[src/hw/rtl/segal_pkg.sv]
`timescale 1ns / 1ps

package segal_pkg;

   localparam int SEGMENTS_DEF = 16;
   localparam int MAX_RESULTS  = 16;
   localparam int EMIT_W       = $clog2(MAX_RESULTS);

   localparam int CMD_W    = 3;
   localparam int ID_W     = 16;
   localparam int LEN_W    = 5;
   localparam int LIM_W    = 16;
   localparam int STATUS_W = 2;
   localparam int POS_W    = 4;
   localparam int USED_W   = 5;

   localparam logic [CMD_W-1:0] CMD_INSERT    = 3'd0;
   localparam logic [CMD_W-1:0] CMD_BLOCK     = 3'd1;
   localparam logic [CMD_W-1:0] CMD_FREE      = 3'd2;
   localparam logic [CMD_W-1:0] CMD_TICK      = 3'd3;
   localparam logic [CMD_W-1:0] CMD_CHK_TIME  = 3'd4;
   localparam logic [CMD_W-1:0] CMD_CHK_QUANT = 3'd5;
   localparam logic [CMD_W-1:0] CMD_RESET_ALL = 3'd6;

   localparam logic [STATUS_W-1:0] STS_OK        = 2'd0;
   localparam logic [STATUS_W-1:0] STS_NO_SPACE  = 2'd1;
   localparam logic [STATUS_W-1:0] STS_NOT_FOUND = 2'd2;
   localparam logic [STATUS_W-1:0] STS_NONE      = 2'd3;

   localparam logic [LIM_W-1:0] ELAPSED_MAX = 16'hFFFF;

   typedef struct packed {
      logic [ID_W-1:0]  owner;
      logic [LIM_W-1:0] elapsed;
      logic [LIM_W-1:0] time_limit;
      logic [LIM_W-1:0] quantum_limit;
   } entry_type;

endpackage

[src/hw/rtl/segal_mem.sv]
`timescale 1ns / 1ps

module segal_mem #(
   parameter int SEGMENTS = segal_pkg::SEGMENTS_DEF
) (
   input  logic                        clock,
   input  logic                        wr_en,
   input  logic [$clog2(SEGMENTS)-1:0] wr_addr,
   input  segal_pkg::entry_type        wr_data,
   input  logic [$clog2(SEGMENTS)-1:0] rd_addr,
   output segal_pkg::entry_type        rd_data
);

   segal_pkg::entry_type mem_ff [SEGMENTS];
   segal_pkg::entry_type rd_data_ff;

   always_ff @(posedge clock) begin
      if (wr_en) begin
         mem_ff[wr_addr] <= wr_data;
      end
      rd_data_ff <= mem_ff[rd_addr];
   end

   assign rd_data = rd_data_ff;

endmodule

[src/hw/rtl/segment_allocator_with_timeouts_top.sv]
`timescale 1ns / 1ps
// First-fit segment allocator with per-owner timeouts. Issue one command beat
// with start while busy is low; busy then stays high until the command's last
// result has been shown. Results come out on the rsp_ ports for one cycle each,
// marked by rsp_valid, and cannot be held off, so capture every strobe. A check
// command gives one beat per expired slot (the quantum check skips a slot whose
// previous slot has the same owner), at most sixteen, with rsp_last on the
// final one, or a single beat with status "nothing found"; every other command
// gives one beat. Slot data sit in a one-port-write, one-port-read synchronous
// memory: block, free, tick and the two checks walk the slots with a read state
// and then an evaluate-and-write-back state per slot. Insert scans the valid
// bits at one slot a cycle and then writes one slot a cycle. Reset all and
// unused codes go straight to the result beat. No clearing pass is needed after
// reset: valid and blocked bits live in flops and are cleared at once.

module segment_allocator_with_timeouts_top #(
   parameter int SEGMENTS = segal_pkg::SEGMENTS_DEF
) (
   input  logic                           clock,
   input  logic                           reset,
   input  logic                           start,
   output logic                           busy,
   input  logic [segal_pkg::CMD_W-1:0]    req_command,
   input  logic [segal_pkg::ID_W-1:0]     req_process_id,
   input  logic [segal_pkg::LEN_W-1:0]    req_length,
   input  logic [segal_pkg::LIM_W-1:0]    req_time_limit,
   input  logic [segal_pkg::LIM_W-1:0]    req_quantum_limit,
   output logic                           rsp_valid,
   output logic [segal_pkg::STATUS_W-1:0] rsp_status,
   output logic [segal_pkg::POS_W-1:0]    rsp_position,
   output logic [segal_pkg::ID_W-1:0]     rsp_expired_id,
   output logic [segal_pkg::USED_W-1:0]   rsp_used_slots,
   output logic                           rsp_last
);

   localparam int IDX_W = $clog2(SEGMENTS);
   localparam int CNT_W = $clog2(SEGMENTS + 1);
   localparam int CMP_W = ((CNT_W > segal_pkg::LEN_W) ? CNT_W : segal_pkg::LEN_W) + 1;

   typedef enum logic [2:0] {
      ST_IDLE,
      ST_INS_SCAN,
      ST_INS_WR,
      ST_RD,
      ST_EV,
      ST_CHK_END,
      ST_RESP
   } state_type;

   state_type state_ff, state_in;

   // command beat held for the whole walk
   logic [segal_pkg::CMD_W-1:0]    cmd_ff, cmd_in;
   logic [segal_pkg::ID_W-1:0]     id_ff, id_in;
   logic [segal_pkg::LEN_W-1:0]    len_ff, len_in;
   logic [segal_pkg::LIM_W-1:0]    tlim_ff, tlim_in;
   logic [segal_pkg::LIM_W-1:0]    qlim_ff, qlim_in;

   // walk control
   logic [CNT_W-1:0]               idx_ff, idx_in;
   logic [CNT_W-1:0]               run_ff, run_in;
   logic [IDX_W-1:0]               start_ff, start_in;
   logic                           found_ff, found_in;
   logic                           prev_valid_ff, prev_valid_in;
   logic [segal_pkg::ID_W-1:0]     prev_owner_ff, prev_owner_in;
   logic                           pend_ff, pend_in;
   logic [segal_pkg::ID_W-1:0]     pend_id_ff, pend_id_in;
   logic [segal_pkg::EMIT_W-1:0]   emitted_ff, emitted_in;
   logic [segal_pkg::STATUS_W-1:0] status_ff, status_in;

   // table state kept in flops
   logic [SEGMENTS-1:0]            valid_ff, valid_in;
   logic [SEGMENTS-1:0]            blocked_ff, blocked_in;
   logic [CNT_W-1:0]               used_ff, used_in;

   // result registers
   logic                           rsp_valid_ff, rsp_valid_in;
   logic [segal_pkg::STATUS_W-1:0] rsp_status_ff, rsp_status_in;
   logic [segal_pkg::POS_W-1:0]    rsp_position_ff, rsp_position_in;
   logic [segal_pkg::ID_W-1:0]     rsp_expired_id_ff, rsp_expired_id_in;
   logic [segal_pkg::USED_W-1:0]   rsp_used_slots_ff, rsp_used_slots_in;
   logic                           rsp_last_ff, rsp_last_in;

   // memory port
   logic                           wr_en;
   logic [IDX_W-1:0]               wr_addr;
   segal_pkg::entry_type           wr_data;
   segal_pkg::entry_type           rd_data;

   logic [IDX_W-1:0]               si;
   logic                           last_slot;
   logic                           match;
   logic                           walk_ok;
   logic                           is_quant;
   logic                           hit;
   logic [CMP_W-1:0]               run_ext;
   logic [CMP_W-1:0]               first_ext;

   assign si        = idx_ff[IDX_W-1:0];
   assign last_slot = (idx_ff == CNT_W'(SEGMENTS - 1));
   assign match     = valid_ff[si] && (rd_data.owner == id_ff);
   assign walk_ok   = (cmd_ff == segal_pkg::CMD_FREE) ? blocked_ff[si] : !blocked_ff[si];
   assign is_quant  = (cmd_ff == segal_pkg::CMD_CHK_QUANT);
   assign run_ext   = CMP_W'(run_ff) + CMP_W'(1);
   assign first_ext = CMP_W'(idx_ff) + CMP_W'(1) - CMP_W'(len_ff);

   always_comb begin
      if (is_quant) begin
         hit = valid_ff[si]
            && !(prev_valid_ff && (prev_owner_ff == rd_data.owner))
            && (rd_data.elapsed >= rd_data.quantum_limit);
      end else begin
         hit = valid_ff[si] && (rd_data.elapsed >= rd_data.time_limit);
      end
   end

   always_comb begin
      state_in          = state_ff;
      cmd_in            = cmd_ff;
      id_in             = id_ff;
      len_in            = len_ff;
      tlim_in           = tlim_ff;
      qlim_in           = qlim_ff;
      idx_in            = idx_ff;
      run_in            = run_ff;
      start_in          = start_ff;
      found_in          = found_ff;
      prev_valid_in     = prev_valid_ff;
      prev_owner_in     = prev_owner_ff;
      pend_in           = pend_ff;
      pend_id_in        = pend_id_ff;
      emitted_in        = emitted_ff;
      status_in         = status_ff;
      valid_in          = valid_ff;
      blocked_in        = blocked_ff;
      used_in           = used_ff;
      rsp_valid_in      = 1'b0;
      rsp_status_in     = rsp_status_ff;
      rsp_position_in   = rsp_position_ff;
      rsp_expired_id_in = rsp_expired_id_ff;
      rsp_used_slots_in = rsp_used_slots_ff;
      rsp_last_in       = rsp_last_ff;
      wr_en             = 1'b0;
      wr_addr           = si;
      wr_data           = rd_data;

      case (state_ff)
         ST_IDLE: begin
            if (start && !busy) begin
               cmd_in        = req_command;
               id_in         = req_process_id;
               len_in        = req_length;
               tlim_in       = req_time_limit;
               qlim_in       = req_quantum_limit;
               idx_in        = '0;
               run_in        = '0;
               start_in      = '0;
               found_in      = 1'b0;
               prev_valid_in = 1'b0;
               pend_in       = 1'b0;
               emitted_in    = '0;
               status_in     = segal_pkg::STS_OK;
               case (req_command)
                  segal_pkg::CMD_INSERT: begin
                     if (req_length == '0 || used_ff >= CNT_W'(SEGMENTS)) begin
                        status_in = segal_pkg::STS_NO_SPACE;
                        state_in  = ST_RESP;
                     end else begin
                        state_in = ST_INS_SCAN;
                     end
                  end
                  segal_pkg::CMD_BLOCK, segal_pkg::CMD_FREE, segal_pkg::CMD_TICK,
                  segal_pkg::CMD_CHK_TIME, segal_pkg::CMD_CHK_QUANT: begin
                     state_in = ST_RD;
                  end
                  segal_pkg::CMD_RESET_ALL: begin
                     valid_in   = '0;
                     blocked_in = '0;
                     used_in    = '0;
                     state_in   = ST_RESP;
                  end
                  default: begin
                     state_in = ST_RESP;
                  end
               endcase
            end
         end

         // first fit over the valid bits, one slot a cycle
         ST_INS_SCAN: begin
            if (valid_ff[si]) begin
               run_in = '0;
            end else begin
               run_in = run_ff + CNT_W'(1);
            end
            if (!valid_ff[si] && run_ext >= CMP_W'(len_ff)) begin
               start_in = first_ext[IDX_W-1:0];
               idx_in   = CNT_W'(first_ext);
               run_in   = CNT_W'(len_ff - segal_pkg::LEN_W'(1));
               state_in = ST_INS_WR;
            end else if (last_slot) begin
               status_in = segal_pkg::STS_NO_SPACE;
               state_in  = ST_RESP;
            end else begin
               idx_in = idx_ff + CNT_W'(1);
            end
         end

         // fill the run, one slot a cycle
         ST_INS_WR: begin
            wr_en                 = 1'b1;
            wr_data.owner         = id_ff;
            wr_data.elapsed       = '0;
            wr_data.time_limit    = tlim_ff;
            wr_data.quantum_limit = qlim_ff;
            valid_in[si]          = 1'b1;
            blocked_in[si]        = 1'b0;
            if (run_ff == '0) begin
               used_in  = used_ff + CNT_W'(len_ff);
               state_in = ST_RESP;
            end else begin
               run_in = run_ff - CNT_W'(1);
               idx_in = idx_ff + CNT_W'(1);
            end
         end

         ST_RD: begin
            state_in = ST_EV;
         end

         ST_EV: begin
            state_in = ST_RD;
            case (cmd_ff)
               segal_pkg::CMD_BLOCK, segal_pkg::CMD_FREE: begin
                  if (match && walk_ok) begin
                     found_in = 1'b1;
                     if (cmd_ff == segal_pkg::CMD_FREE) begin
                        valid_in[si]   = 1'b0;
                        blocked_in[si] = 1'b0;
                        if (used_ff != '0) begin
                           used_in = used_ff - CNT_W'(1);
                        end
                     end else begin
                        blocked_in[si] = 1'b1;
                     end
                     if (last_slot) begin
                        state_in = ST_RESP;
                     end else begin
                        idx_in = idx_ff + CNT_W'(1);
                     end
                  end else if (match || found_ff) begin
                     state_in = ST_RESP;
                  end else if (last_slot) begin
                     status_in = segal_pkg::STS_NOT_FOUND;
                     state_in  = ST_RESP;
                  end else begin
                     idx_in = idx_ff + CNT_W'(1);
                  end
               end
               segal_pkg::CMD_TICK: begin
                  if (valid_ff[si] && rd_data.elapsed != segal_pkg::ELAPSED_MAX) begin
                     wr_en           = 1'b1;
                     wr_data.elapsed = rd_data.elapsed + segal_pkg::LIM_W'(1);
                  end
                  if (last_slot) begin
                     state_in = ST_RESP;
                  end else begin
                     idx_in = idx_ff + CNT_W'(1);
                  end
               end
               default: begin
                  // checks: hold one hit back so the final beat can carry last
                  prev_valid_in = valid_ff[si];
                  prev_owner_in = rd_data.owner;
                  if (hit) begin
                     pend_in    = 1'b1;
                     pend_id_in = rd_data.owner;
                     if (pend_ff) begin
                        rsp_valid_in      = 1'b1;
                        rsp_status_in     = segal_pkg::STS_OK;
                        rsp_position_in   = '0;
                        rsp_expired_id_in = pend_id_ff;
                        rsp_used_slots_in = segal_pkg::USED_W'(used_ff);
                        rsp_last_in       = 1'b0;
                        emitted_in        = emitted_ff + segal_pkg::EMIT_W'(1);
                     end
                  end
                  if (hit && pend_ff &&
                      emitted_ff == segal_pkg::EMIT_W'(segal_pkg::MAX_RESULTS - 1)) begin
                     // seventeenth hit: the sixteenth goes out as the final beat, drop the rest
                     rsp_last_in = 1'b1;
                     state_in    = ST_IDLE;
                  end else if (last_slot) begin
                     state_in = ST_CHK_END;
                  end else begin
                     idx_in = idx_ff + CNT_W'(1);
                  end
               end
            endcase
         end

         ST_CHK_END: begin
            rsp_valid_in      = 1'b1;
            rsp_position_in   = '0;
            rsp_used_slots_in = segal_pkg::USED_W'(used_ff);
            rsp_last_in       = 1'b1;
            if (pend_ff) begin
               rsp_status_in     = segal_pkg::STS_OK;
               rsp_expired_id_in = pend_id_ff;
            end else begin
               rsp_status_in     = segal_pkg::STS_NONE;
               rsp_expired_id_in = '0;
            end
            state_in = ST_IDLE;
         end

         ST_RESP: begin
            rsp_valid_in      = 1'b1;
            rsp_status_in     = status_ff;
            rsp_expired_id_in = '0;
            rsp_used_slots_in = segal_pkg::USED_W'(used_ff);
            rsp_last_in       = 1'b1;
            if (cmd_ff == segal_pkg::CMD_INSERT && status_ff == segal_pkg::STS_OK) begin
               rsp_position_in = segal_pkg::POS_W'(start_ff);
            end else begin
               rsp_position_in = '0;
            end
            state_in = ST_IDLE;
         end

         default: begin
            state_in = ST_IDLE;
         end
      endcase
   end

   always_ff @(posedge clock) begin
      if (reset) begin
         state_ff     <= ST_IDLE;
         valid_ff     <= '0;
         blocked_ff   <= '0;
         used_ff      <= '0;
         rsp_valid_ff <= 1'b0;
         found_ff     <= 1'b0;
         pend_ff      <= 1'b0;
         emitted_ff   <= '0;
      end else begin
         state_ff     <= state_in;
         valid_ff     <= valid_in;
         blocked_ff   <= blocked_in;
         used_ff      <= used_in;
         rsp_valid_ff <= rsp_valid_in;
         found_ff     <= found_in;
         pend_ff      <= pend_in;
         emitted_ff   <= emitted_in;
      end
      cmd_ff            <= cmd_in;
      id_ff             <= id_in;
      len_ff            <= len_in;
      tlim_ff           <= tlim_in;
      qlim_ff           <= qlim_in;
      idx_ff            <= idx_in;
      run_ff            <= run_in;
      start_ff          <= start_in;
      prev_valid_ff     <= prev_valid_in;
      prev_owner_ff     <= prev_owner_in;
      pend_id_ff        <= pend_id_in;
      status_ff         <= status_in;
      rsp_status_ff     <= rsp_status_in;
      rsp_position_ff   <= rsp_position_in;
      rsp_expired_id_ff <= rsp_expired_id_in;
      rsp_used_slots_ff <= rsp_used_slots_in;
      rsp_last_ff       <= rsp_last_in;
   end

   segal_mem #(
      .SEGMENTS (SEGMENTS)
   ) u_mem (
      .clock   (clock),
      .wr_en   (wr_en),
      .wr_addr (wr_addr),
      .wr_data (wr_data),
      .rd_addr (si),
      .rd_data (rd_data)
   );

   // busy also covers the cycle that shows a final beat
   assign busy           = (state_ff != ST_IDLE) || rsp_valid_ff;
   assign rsp_valid      = rsp_valid_ff;
   assign rsp_status     = rsp_status_ff;
   assign rsp_position   = rsp_position_ff;
   assign rsp_expired_id = rsp_expired_id_ff;
   assign rsp_used_slots = rsp_used_slots_ff;
   assign rsp_last       = rsp_last_ff;

endmodule

[config.mk]
export PLATFORM = sky130hd
export DESIGN_NAME = segment_allocator_with_timeouts_top
export DESIGN_NICKNAME = d
export VERILOG_FILES = /design/src/hw/rtl/segal_pkg.sv /design/src/hw/rtl/segal_mem.sv /design/src/hw/rtl/segment_allocator_with_timeouts_top.sv
export SDC_FILE = /design/constraint.sdc
export NUM_CORES = 1
export LEC_CHECK = 0
export ABC_AREA = 1
export BUFFER_PORTS_ARGS = -buffer_cell sky130_fd_sc_hd__clkbuf_2
export CORE_MARGIN = 10
export CORE_UTILIZATION = 55
export CTS_CLUSTER_DIAMETER = 30
export DETAILED_ROUTE_END_ITERATION = 7
export GPL_ROUTABILITY_DRIVEN = 1
export PLACE_DENSITY = 0.71
export SKIP_LAST_GASP = 1
export SLEW_MARGIN = 20
export SYNTH_ARGS = -nofsm -noshare
export SYNTH_HDL_FRONTEND = slang
export SYNTH_SLANG_ARGS = --single-unit
[constraint.sdc]
create_clock -name clock -period 5.6 [get_ports clock]
set_clock_uncertainty 0.1 [all_clocks]
set_input_delay 0.84 -clock clock [delete_from_list [all_inputs] [get_ports clock]]
set_output_delay 0.84 -clock clock [all_outputs]
set_load 0.03 [all_outputs]
Yosys cells after proc, flatten, opt, wreduce, memory -nomap -nowiden. Memories as Yosys holds them, arrays and structs flattened. A register that Yosys moved wholly into a read port is not among the register bits. Cells that the tools add are included.

Flip-flop bits (word level): 180. Bits in latches: 0. Bits in writable memories: 1024. Bits in read-only memories: 0. Bits of input ports: 59. Output and inout bits: 30. Logic and storage cells: 266. Memories: 1.

Memories: u_mem.mem_ff (depth 16, width 64, rd ports 1, clocked after Yosys merged registers in 1, wr ports 1, RTL line segal_mem.sv:14) `segal_pkg::entry_type mem_ff [SEGMENTS];`.

$add $sub $neg: 11. Multipliers: 0. Divide/modulo/power cells: 0. $lt $le $gt $ge: 6. Equal/unequal tests: 43. Shift operators: 0. Multiplexer cells: 116. Bitwise operators: 6. Reductions and logical operators: 58.

Operators with widths (number): $mux 16 (15); $pmux 16 s3 (3); $mux 5 (20); $mux 4 (9); $and 16x16->16 (2); $eq 16x16->1 (2); $ge 16x16->1 (2); $mux 32 (1); $or 16x16->16 (2); $pmux 16 s2 (1); $mux 3 (10); $ne 2x2->1 const B (15); $pmux 5 s3 (2); $mux 1 (24); $mux 2 (11); $eq 3x3->1 const B (7); $pmux 5 s2 (2); $pmux 5 s4 (1); $reduce_and 4->1 (5); $eq 3x2->1 const B (6); $add 16x1->16 const B (1); $ne 16x16->1 const B (1); $not 16->16 (1); $pmux 4 s2 (2); other kinds (43) (95).

Longest topological paths before layout.
Word-level depth: 11. Mapped depth: 19. Depth with buffers taken out: 17.

By module. Synthesis repeated with hierarchy kept, for this count alone.

Cells, all modules: 5487. Area total of the unflattened synthesis: 55778.5 um^2.

Modules (own cells, without submodules): segal_mem (times used 1, cells an instance 4212, area an instance 45189.6 um^2, seq. area each 32030.7 um^2); segment_allocator_with_timeouts_top (times used 1, cells an instance 1275, area an instance 10588.9 um^2, seq. area each 4934.7 um^2).

Least setup slack after synthesis. Ideal clock, no wire load.

Kind: reg-to-reg. Start point: register idx_ff[2]. End point: memory u_mem.mem_ff[12][0] (netlist name), enable pin. Library setup time: 487 ps. Arrival: 4514 ps. Data required time: 5013 ps. Slack: 500 ps. Stages on the path, launching flop included: 13. Buffers on the path: 1. Period minus slack after synthesis: 5100 ps. Cell sequence: edfxtp_1 -> nor2_1 -> nand2_1 -> nand2_1 -> nor2_2 -> inv_2 -> nand3_1 -> nor2_1 -> inv_1 -> nand2_1 -> inv_1 -> clkbuf_1 -> nor2_1.

Cells in the longest elaborated chain, start to end: 8.

RTL lines: from (decl) (RTL line segment_allocator_with_timeouts_top.sv:60) `logic [CNT_W-1:0] idx_ff, idx_in;`; from (signal assigned) (RTL line segment_allocator_with_timeouts_top.sv:362) `idx_ff <= idx_in;`; $bmux 1 s4 (RTL line segment_allocator_with_timeouts_top.sv:261) `if (valid_ff[si] && rd_data.elapsed != segal_pkg::ELAPSED_MAX) begin`; $mux 1 (not written as such) (RTL line segment_allocator_with_timeouts_top.sv:261); $logic_and 1x1->1 (RTL line segment_allocator_with_timeouts_top.sv:261); $mux 1 (RTL line segment_allocator_with_timeouts_top.sv:261); $mux 1 (RTL line segment_allocator_with_timeouts_top.sv:233) `case (cmd_ff)`; $pmux 1 s2 (RTL line segment_allocator_with_timeouts_top.sv:147) `case (state_ff)`; $mux 1 (RTL line segal_mem.sv:18) `if (wr_en) begin`; $mux 1 (not written as such) (RTL line segal_mem.sv:19) `mem_ff[wr_addr] <= wr_data;`; to (decl) (RTL line segal_mem.sv:14).

Several ways; a longest one is shown, not always the timed one. The select of a mux whose other input is x is not followed.

Worst setup path in the final report.
Start point: register idx_ff[1]. End point: memory u_mem.mem_ff[2][19] (netlist name), enable pin.

Same word-level chain as after synthesis.

==> run metrics <==
Syn Std Cell Area=between 50000 and 60000 um^2; Synth top area share=0.6839; Syn. warnings=0; die area=~100000 um^2; CTS tree=done; input/output buffers=between 80 and 90; total design power=roughly 0.038 W; biggest area consumer among synthesized cells=edfxtp_1; post-cts gate resize count=0; gpl congestion=0.8782; number of synthesized flops with an enable pin=between 1000 and 1500; Syn Nets=between 4000 and 5000; main area contributors after synthesis=edfxtp_1 (68%), o21ai_0 (6.1%), nor2_1 (4.8%); top post-synthesis cells by count=edfxtp_1 (1157), nor2_1 (647), o21ai_0 (618); LEAKAGE=around 21 nW; multi-input logic area=~12000 um^2; Crit Path Class=register to register; initial core utilization=0.5542; PwrDens=around 620 nW/um^2; Least-Margin Pin Slew=~1200 ps; CP Max Fanout=31; number of fill cells=between 6000 and 7000; post-synthesis sequential area ratio=0.7276; CTS Root Cell=clkbuf_16; Hold Crit Class=primary input to register; synthesized flop and latch total=1268; share of layout cells above drive strength 1=0.1381; sequential cell area=around 37000 um^2; vias per cell=a little over 6; final setup TNS=0 ps; initial antenna violation count=0; Max IR drop VDD=roughly 570 uV; Crit path required time=around 6000 ps; ANT nets after route=0; RSZ-0062 raised after global routing=no; Final Max Slew Viols=0; ys async rst share=0; fin nets=4446; cells after synthesis=roughly 4200; postcts setup bufs=0; Max clock buf depth=3; Sw Ratio=0.3567; CTS Buf Count=about 210; most frequent cell after synthesis=edfxtp_1; sequential share of power=0.359; endpoint class of the critical path=register; GRT Overall Usage=0.2495; outcome=complete, no violations; period utilization=0.7406; final setup violation count=0; Starting DRT DRC Count=approximately 4600; global-route wire length before repair=roughly 200000 um; synth unique cells=49; worst-skew pair later-pin latency=790 ps; WL/cell=~23 um; Slew HR=0.2132; # hold bufs at CTS=0; Pint=~0.024 W; top_reg_cell synth=edfxtp_1; nature of the critical path startpoint=register; DR pass1 iterations=6; CP Data Arrival Time=4500 ps; area grow syn2layout=18.62%; DR DRC count=0; dpl hpwl=roughly 74000 um; maxcap violations=0; std cell rows=around 110; Period minus WS final=4147 ps; Top Ports=between 80 and 90; Post-Route WL=132300 um; Sink Count=1268; DR vias=34589; Die Y=approximately 320 um; clock transition at the registers of the reported paths=50 ps; clock power share=0.348; Core Footprint=around 90000 um^2; largest net degree at the start of global routing=approximately 260; total number of H-tree levels=4; Sw Pwr=around 0.013 W; Peak Freq=about 240 MHz; Post-Syn Area per Cell=~12 um^2; Final Hold Fails=0; die width=about 320 um; number of global-route vias before repair=~33000; combinational share of power=0.292; global route total overflow=0
==> stage by stage <==
| step | area (um^2) | setup slack (ps) | std cells | hold WS (ps) | utilization |
|---|---|---|---|---|---|
| 3_5_place_dp | 52850 | 1609 | 5300 | 320.5 | 0.5766 |
| 3_3_place_gp | 52840 | 1630 | 5300 | 316.4 | 0.5765 |
| 2_1_floorplan | 50800 | 499.7 | 4169 | 308.2 | - |
| 4_1_cts | 60220 | 1590 | 5696 | 91.65 | 0.6570 |
| 5_1_grt | 60260 | 1321 | 5696 | 108.6 | 0.6574 |
| 6_report | 60260 | 1453 | 5699 | 139.1 | 0.6575 |
==> layout make-up <==
class | instances | area share
multi-input combinational | 2490 | 0.2062
tap | 1186 | 0.02462
clock inverter | 147 | 0.02961
timing repair buffer | 181 | 0.02222
antenna | 3 | 0.0001246
sequential | 1268 | 0.6134
clock buffer | 249 | 0.09264
inverter | 175 | 0.01119
==> critical path: stages (launching register included) <==
cell and delay [ps]:
edfxtp_1 780, inv_8 350, nand3_1 110, nand2_1 70
nand2_1 60, nand2_1 90, nor2_2 80, inv_2 100
nand3_1 150, nor2_1 300, inv_1 70, nand2_1 120
inv_1 70, buf_4 280, nor2_4 760, buf_12 270
==> state kept, by name, indices dropped and copies added (netlist names), 16 cells and up <==
name and cells:
u_mem.rd_data 64, tlim_ff 16, valid_ff 16, rsp_expired_id 16, blocked_ff 16, id_ff 16
qlim_ff 16, pend_id_ff 16, prev_owner_ff 16, u_mem.mem_ff 1024
==> cell families (layout without fill, tap and decap cells) <==
kind of cell / Yosys count / after routing / synth area share
AO/OA/AOI/OAI: 995 / 995 / 0.1070
XOR/XNOR: 31 / 31 / 0.005344
flip-flops: 1268 / 1268 / 0.7276
multiplexers: 2 / 2 / 0.0004187
buffers and inverters: 411 / 752 / 0.03182
adder cells (fa/ha/maj): 62 / 62 / 0.01557
AND/OR/NAND/NOR: 1400 / 1400 / 0.1122
other: 0 / 3 / 0
==> power by group through the flow <==
stage               Sequential [W]  Clock [W]  Combinational (W)
floorplan                   0.0134          0            0.00688
global placement            0.0136          0             0.0104
detailed placement          0.0136          0             0.0106
CTS                         0.0135     0.0132             0.0108
global route                0.0135     0.0136             0.0120
finish                      0.0135     0.0131             0.0110
==> cells in the final DEF (no fill, tap or decap), types with 17 or more instances in the layout <==
cell type	instances
a21oi_1	59
buf_4	77
bufinv_16	27
clkbuf_1	22
clkbuf_16	211
clkbuf_2	88
clkinv_1	17
clkinv_2	29
clkinv_4	18
clkinvlp_4	19
dfxtp_1	111
edfxtp_1	1157
ha_1	60
inv_1	161
inv_6	27
nand2_1	560
nand3_1	58
nand4_1	85
nor2_1	629
nor2_4	22
nor3_1	17
o21ai_0	588
o21ai_1	38
o22ai_1	257
==> routing by layer <==
| layer | vias up | share of wire | GRT usage |
|---|---|---|---|
| li1 | 15444 | - | - |
| met5 | - | 0 | 0 |
| met4 | 0 | 0.030 | 0.09554 |
| met3 | 289 | 0.10 | 0.04966 |
| met2 | 1937 | 0.47 | 0.3949 |
| met1 | 16919 | 0.40 | 0.3400 |
==> worst paths after layout <==
| check | from | endpoint | slack (ps) | cells past startpoint |
|---|---|---|---|---|
| max | idx_ff[1] | u_mem.mem_ff[2][19] | 1450 | 15 |
| min | req_time_limit[14] | tlim_ff[14] | 140 | 1 |
| max reg2reg | idx_ff[1] | u_mem.mem_ff[2][19] | 1450 | 15 |
| min reg2reg | used_ff[0] | rsp_used_slots[0] | 330 | 0 |
Power figures use the tool's default switching activity.
